**src/hdl/nwws_pkg.sv**
```systemverilog
// ----------------------------------------------------------------------------
// nwws_pkg
// Shared types, constants and the arctangent table for the nearest waypoint
// window select core.
// ----------------------------------------------------------------------------
package nwws_pkg;

    localparam int MAX_WAYPOINTS = 1024;
    localparam int ADDR_W        = $clog2(MAX_WAYPOINTS);
    localparam int IDX_W         = 11;
    localparam int POS_W         = 32;
    localparam int ANG_W         = 16;
    localparam int CORDIC_STEPS  = 16;
    localparam int STEP_W        = $clog2(CORDIC_STEPS + 1);
    localparam int CW            = POS_W + 4;
    localparam int PHASE_W       = 32;
    localparam int WP_W          = 2 * POS_W + ANG_W;
    localparam int CFG_IDX_W     = 2;

    localparam logic signed [ANG_W:0] QUARTER_TURN   = 17'sd16384;
    localparam logic [ANG_W-1:0]      BEHIND_LO      = 16'd16384;
    localparam logic [ANG_W-1:0]      BEHIND_HI      = 16'd49152;
    localparam logic [PHASE_W-1:0]    HALF_TURN      = 32'h8000_0000;
    localparam logic [PHASE_W-1:0]    PHASE_ROUND    = 32'h0000_8000;

    localparam logic [IDX_W-1:0] PATH_LENGTH_RST   = 11'd0;
    localparam logic [IDX_W-1:0] POINTS_BEFORE_RST = 11'd10;
    localparam logic [IDX_W-1:0] POINTS_AFTER_RST  = 11'd90;
    localparam logic [IDX_W-1:0] LEN_CAP           = IDX_W'(MAX_WAYPOINTS);

    localparam logic [CFG_IDX_W-1:0] CFG_PATH_LENGTH   = 2'd0;
    localparam logic [CFG_IDX_W-1:0] CFG_POINTS_BEFORE = 2'd1;
    localparam logic [CFG_IDX_W-1:0] CFG_POINTS_AFTER  = 2'd2;

    localparam logic OP_LOAD  = 1'b0;
    localparam logic OP_QUERY = 1'b1;

    typedef struct packed {
        logic latch;
        logic ram_we;
        logic scan_en;
        logic cordic_init;
        logic cordic_step;
        logic load_out;
    } nwws_cmd_t;

    typedef struct packed {
        logic start_out;
        logic scan_last;
        logic busy;
        logic cordic_done;
    } nwws_status_t;

    function automatic logic [PHASE_W-1:0] atan_phase(input logic [STEP_W-1:0] i);
        logic [PHASE_W-1:0] r;
        case (i)
            5'd0:    r = 32'd536870912;
            5'd1:    r = 32'd316933406;
            5'd2:    r = 32'd167458907;
            5'd3:    r = 32'd85004756;
            5'd4:    r = 32'd42667331;
            5'd5:    r = 32'd21354465;
            5'd6:    r = 32'd10680862;
            5'd7:    r = 32'd5340245;
            5'd8:    r = 32'd2670163;
            5'd9:    r = 32'd1335087;
            5'd10:   r = 32'd667544;
            5'd11:   r = 32'd333772;
            5'd12:   r = 32'd166886;
            5'd13:   r = 32'd83443;
            5'd14:   r = 32'd41722;
            5'd15:   r = 32'd20861;
            5'd16:   r = 32'd10430;
            5'd17:   r = 32'd5215;
            5'd18:   r = 32'd2608;
            5'd19:   r = 32'd1304;
            5'd20:   r = 32'd652;
            5'd21:   r = 32'd326;
            5'd22:   r = 32'd163;
            5'd23:   r = 32'd81;
            default: r = '0;
        endcase
        return r;
    endfunction

endpackage

```
**src/hdl/nwws_ctrl.sv**
```systemverilog
// ----------------------------------------------------------------------------
// nwws_ctrl
// Controller: sequences load, scan, drain, CORDIC and result hand-off.
// ----------------------------------------------------------------------------
module nwws_ctrl (
    input  logic                    aclk,
    input  logic                    aresetn,
    input  logic                    s_valid,
    output logic                    s_ready,
    input  logic                    s_operation,
    output logic                    m_valid,
    input  logic                    m_ready,
    output nwws_pkg::nwws_cmd_t     cmd,
    input  nwws_pkg::nwws_status_t  status
);
    import nwws_pkg::*;

    typedef enum logic [2:0] {
        ST_IDLE,
        ST_CHECK,
        ST_SCAN,
        ST_DRAIN,
        ST_CORDIC,
        ST_FINISH
    } state_t;

    state_t state_reg, state_next;
    logic   m_valid_reg, m_valid_next;
    logic   accept;

    assign s_ready = (state_reg == ST_IDLE);
    assign accept  = s_valid && s_ready;
    assign m_valid = m_valid_reg;

    always_comb begin
        cmd             = '0;
        cmd.latch       = accept && (s_operation == OP_QUERY);
        cmd.ram_we      = accept && (s_operation == OP_LOAD);
        cmd.scan_en     = (state_reg == ST_SCAN);
        cmd.cordic_init = (state_reg == ST_DRAIN) && !status.busy;
        cmd.cordic_step = (state_reg == ST_CORDIC) && !status.cordic_done;
        cmd.load_out    = (state_reg == ST_FINISH) && (!m_valid_reg || m_ready);
    end

    always_comb begin
        state_next = state_reg;
        case (state_reg)
            ST_IDLE:   if (cmd.latch) state_next = ST_CHECK;
            ST_CHECK:  state_next = status.start_out ? ST_FINISH : ST_SCAN;
            ST_SCAN:   if (status.scan_last) state_next = ST_DRAIN;
            ST_DRAIN:  if (!status.busy) state_next = ST_CORDIC;
            ST_CORDIC: if (status.cordic_done) state_next = ST_FINISH;
            ST_FINISH: if (cmd.load_out) state_next = ST_IDLE;
            default:   state_next = ST_IDLE;
        endcase
        m_valid_next = cmd.load_out ? 1'b1 : (m_ready ? 1'b0 : m_valid_reg);
    end

    always_ff @(posedge aclk) begin
        if (!aresetn) begin
            state_reg   <= ST_IDLE;
            m_valid_reg <= 1'b0;
        end else begin
            state_reg   <= state_next;
            m_valid_reg <= m_valid_next;
        end
    end

`ifndef SYNTHESIS
    a_load_needs_room: assert property (@(posedge aclk) disable iff (!aresetn)
        cmd.load_out |-> (!m_valid_reg || m_ready))
        else $error("result loaded over a pending transaction");

    a_last_scan_drains: assert property (@(posedge aclk) disable iff (!aresetn)
        (cmd.scan_en && status.scan_last) |=> (state_reg == ST_DRAIN && status.busy))
        else $error("scan end not followed by drain");

    a_cordic_after_drain: assert property (@(posedge aclk) disable iff (!aresetn)
        cmd.cordic_init |-> !status.busy)
        else $error("CORDIC started with scan in flight");

    a_query_checked: assert property (@(posedge aclk) disable iff (!aresetn)
        cmd.latch |=> (state_reg == ST_CHECK))
        else $error("query not followed by range check");
`endif

endmodule

```
**config.mk**
```make
export PLATFORM = sky130hd
export DESIGN_NAME = nwws_ctrl
export DESIGN_NICKNAME = d
export VERILOG_FILES = /design/src/hdl/nwws_pkg.sv /design/src/hdl/nwws_ctrl.sv
export SDC_FILE = /design/constraint.sdc
export NUM_CORES = 1
export LEC_CHECK = 0
export ABC_AREA = 1
export BUFFER_PORTS_ARGS = -buffer_cell sky130_fd_sc_hd__buf_2
export CAP_MARGIN = 20
export CORE_AREA = 2 2 39 41
export CTS_BUF_LIST = sky130_fd_sc_hd__clkbuf_16
export CTS_CLUSTER_SIZE = 12
export DETAILED_ROUTE_END_ITERATION = 16
export DIE_AREA = 0 0 41 43
export PLACE_DENSITY_LB_ADDON = 0.12
export REMOVE_ABC_BUFFERS = 1
export SLEW_MARGIN = 30
export SYNTH_ARGS = -nofsm -noshare
export SYNTH_HDL_FRONTEND = slang
export SYNTH_SLANG_ARGS = --single-unit
export TNS_END_PERCENT = 5
```
**constraint.sdc**
```tcl
create_clock -name aclk -period 1.2 [get_ports aclk]
set_input_delay 0 -clock aclk [delete_from_list [all_inputs] [get_ports aclk]]
set_output_delay 0 -clock aclk [all_outputs]
set_load 0.01 [all_outputs]
```
==> flow_summary.toml <==
[outcome]
status = "finished clean"

[placement]
hpwl_um = 751
io_buffers = 16
post-place-ws_ps = -24.2
dp_cells = 101
gp_congestion = 0.717

[die]
die_h_um = 43
core_mm2 = 0.00138
start_util_pct = 26.2
dieArea_mm2 = 0.00176
die_x_um = 41
ios = 17
fp-row-count = 14

[setup_path]
worstPathRequired_ps = 1310
end_kind = "flop"
path_class = "reg -> reg"
cp_max_fo = 6
arrival_ps = 1240
cp-start-kind = "flop"

[layout]
stdcell_count = 104
layout_commonest_cell = "buf_2"
area_delta_synth_final_pct = 73.4
largest_reg_flops = 3
seq_area_um2 = 88.8
nNetsFinal = 99
final_cell_mix = "buf_2, inv_1, buf_4"
antenna-diode-count = 0
multi_input_area_um2 = 241
fillCellCount = 157
drive_gt1_share_pct = 56.8

[cts]
cts_inserted_buffers = 3
clock_latency_ps = 220
htree_levels = 1
clk_path_buf_depth = 2
cts_tree = "yes"
root_buffer = "clkbuf_16"
clkSlewWorstSetupHoldPaths_ps = 30
post_cts_buffers = 0
cts_sinks = 4

[synth]
synth_warnings = 0
syn_avg_cell_area_um2 = 5.95
synth.ff_latch_count = 4
syn_area_um2 = 363
synth_cells = 61
ys_seq_area_share_pct = 22.1
synth.distinct_cells = 17

[hold_path]
hp-class = "in -> reg"

[timing]
slew_headroom_pct = 84.5
finalWorstSetupSlack_ps = 72.6
rsz0062_at_grt = "yes"
post-route-min-period_ps = 1130
worst_pin_slew_ps = 229
maxSlewViolCount = 0
tns_ps = 0
setup_viol = 0
fin_crit_sh_pct = 93.9
fin_skew_ps = 2.39
hold_viol_final = 0
fmax_mhz = 887

[drt]
drt_iter0_drc = 7
wire_per_inst_um = 8.89
routed_via_density = 4.27
route.detailed.drc = 0
vias = 444
totalWireLength_um = 925
postRouteAntennaNets = 0
drt-pass1-iter-count = 5

[flow_run]
cap_violations = 0

[grt]
antenna_found_initial = 0
grt_pass1_vias = 386
grt.total_usage_pct = 12.9
grt_remaining_overflow = 0
grt_max_degree = 9
grt_pass1_wl_mm = 1.51

[power]
p_per_area_mw_per_mm2 = 2620
p_leak_nw = 0.335
ir_drop_mv = 1.56
==> metal layers <==
| metal | vias up | global-route usage (%) | routed length (µm) | share of wire, % |
|---|---|---|---|---|
| met3 | 2 | 4.71 | 51 | 5.5 |
| met4 | 0 | 6.00 | 14 | 1.5 |
| met2 | 14 | 18.4 | 429 | 46 |
| li1 | 247 | - | - | - |
| met1 | 181 | 16.5 | 429 | 46 |
| met5 | - | 0 | 0 | 0 |
==> cell usage after synthesis <==
library cell  number  area share, %
nand4_1            2            3.4
o21ai_1            1            1.4
nand2_2            1            1.7
o21ai_2            1            2.4
buf_2              1            1.4
o21ai_0            2            2.8
nor2_1            10             10
nand2_1            9            9.3
inv_1              9            9.3
a21oi_1            4            5.5
inv_2              3            3.1
dfxtp_1            4             22
nor3_2             1            2.8
buf_4              1            2.1
nor2_2             5            8.6
nand3_1            4            5.5
nand3_2            3            8.3
==> power breakdown <==
| group | internal (W) | total, W | switching (W) | leakage (nW) |
|---|---|---|---|---|
| Sequential | 0.000196 | 0.000277 | 0.0000813 | 0.0345 |
| Clock | 0.000426 | 0.000518 | 0.0000922 | 0.0370 |
| Combinational | 0.000411 | 0.000852 | 0.000441 | 0.264 |
==> worst paths after layout <==
path	startpoint	to	slack, ps	cells past startpoint
setup reg to reg	state_reg[1]	state_reg[1]	70	9
hold reg to reg	m_valid	m_valid	550	2
setup / recovery	state_reg[1]	state_reg[1]	70	9
hold / removal	aresetn	state_reg[0]	30	3
==> kinds of logic after synthesis <==
logic type | count (synthesis) | share of synthesized area (%)
buffers and inverters | 14 | 15.9
AND/OR/NAND/NOR | 35 | 50.0
flip-flops | 4 | 22.1
AO/OA/AOI/OAI | 8 | 12.1
==> through the flow <==
step           area, µm²  hold slack (ps)  util [%]  total power [W]
3_5_place_dp         526              247      38.0          0.00105
2_1_floorplan        350             47.5         -         0.000699
5_1_grt              629             32.9      45.5          0.00179
4_1_cts              609             27.8      44.0          0.00161
6_report             629             31.0      45.5          0.00165
3_3_place_gp         526              242      38.0          0.00105
==> repair_timing <==
item / 4_1_cts / 5_1_grt
hold buffers: 0 / 0
pin swaps: 0 / 0
endpoints found under the setup margin: 5 / 6
resized for setup: 3 / 8
==> critical path, stage by stage (launching register included) <==
cell and delay (ps):
dfxtp_2 310, buf_6 130, nor2_2 110, nand2_2 80
nand2_2 90, inv_2 40, nand3_2 100, nand2_1 60
nand2_1 70, nor2_2 30
==> layout make-up <==
| cell class | count | share of cell area (%) |
|---|---|---|
| multi-input cells | 43 | 38.4 |
| repair buffers | 26 | 25.2 |
| flip-flops and latches | 4 | 14.1 |
| clock buffers | 3 | 11.9 |
| inverters | 12 | 7.16 |
| well taps | 16 | 3.18 |
No activity file was read; power rests on OpenSTA's default activity.
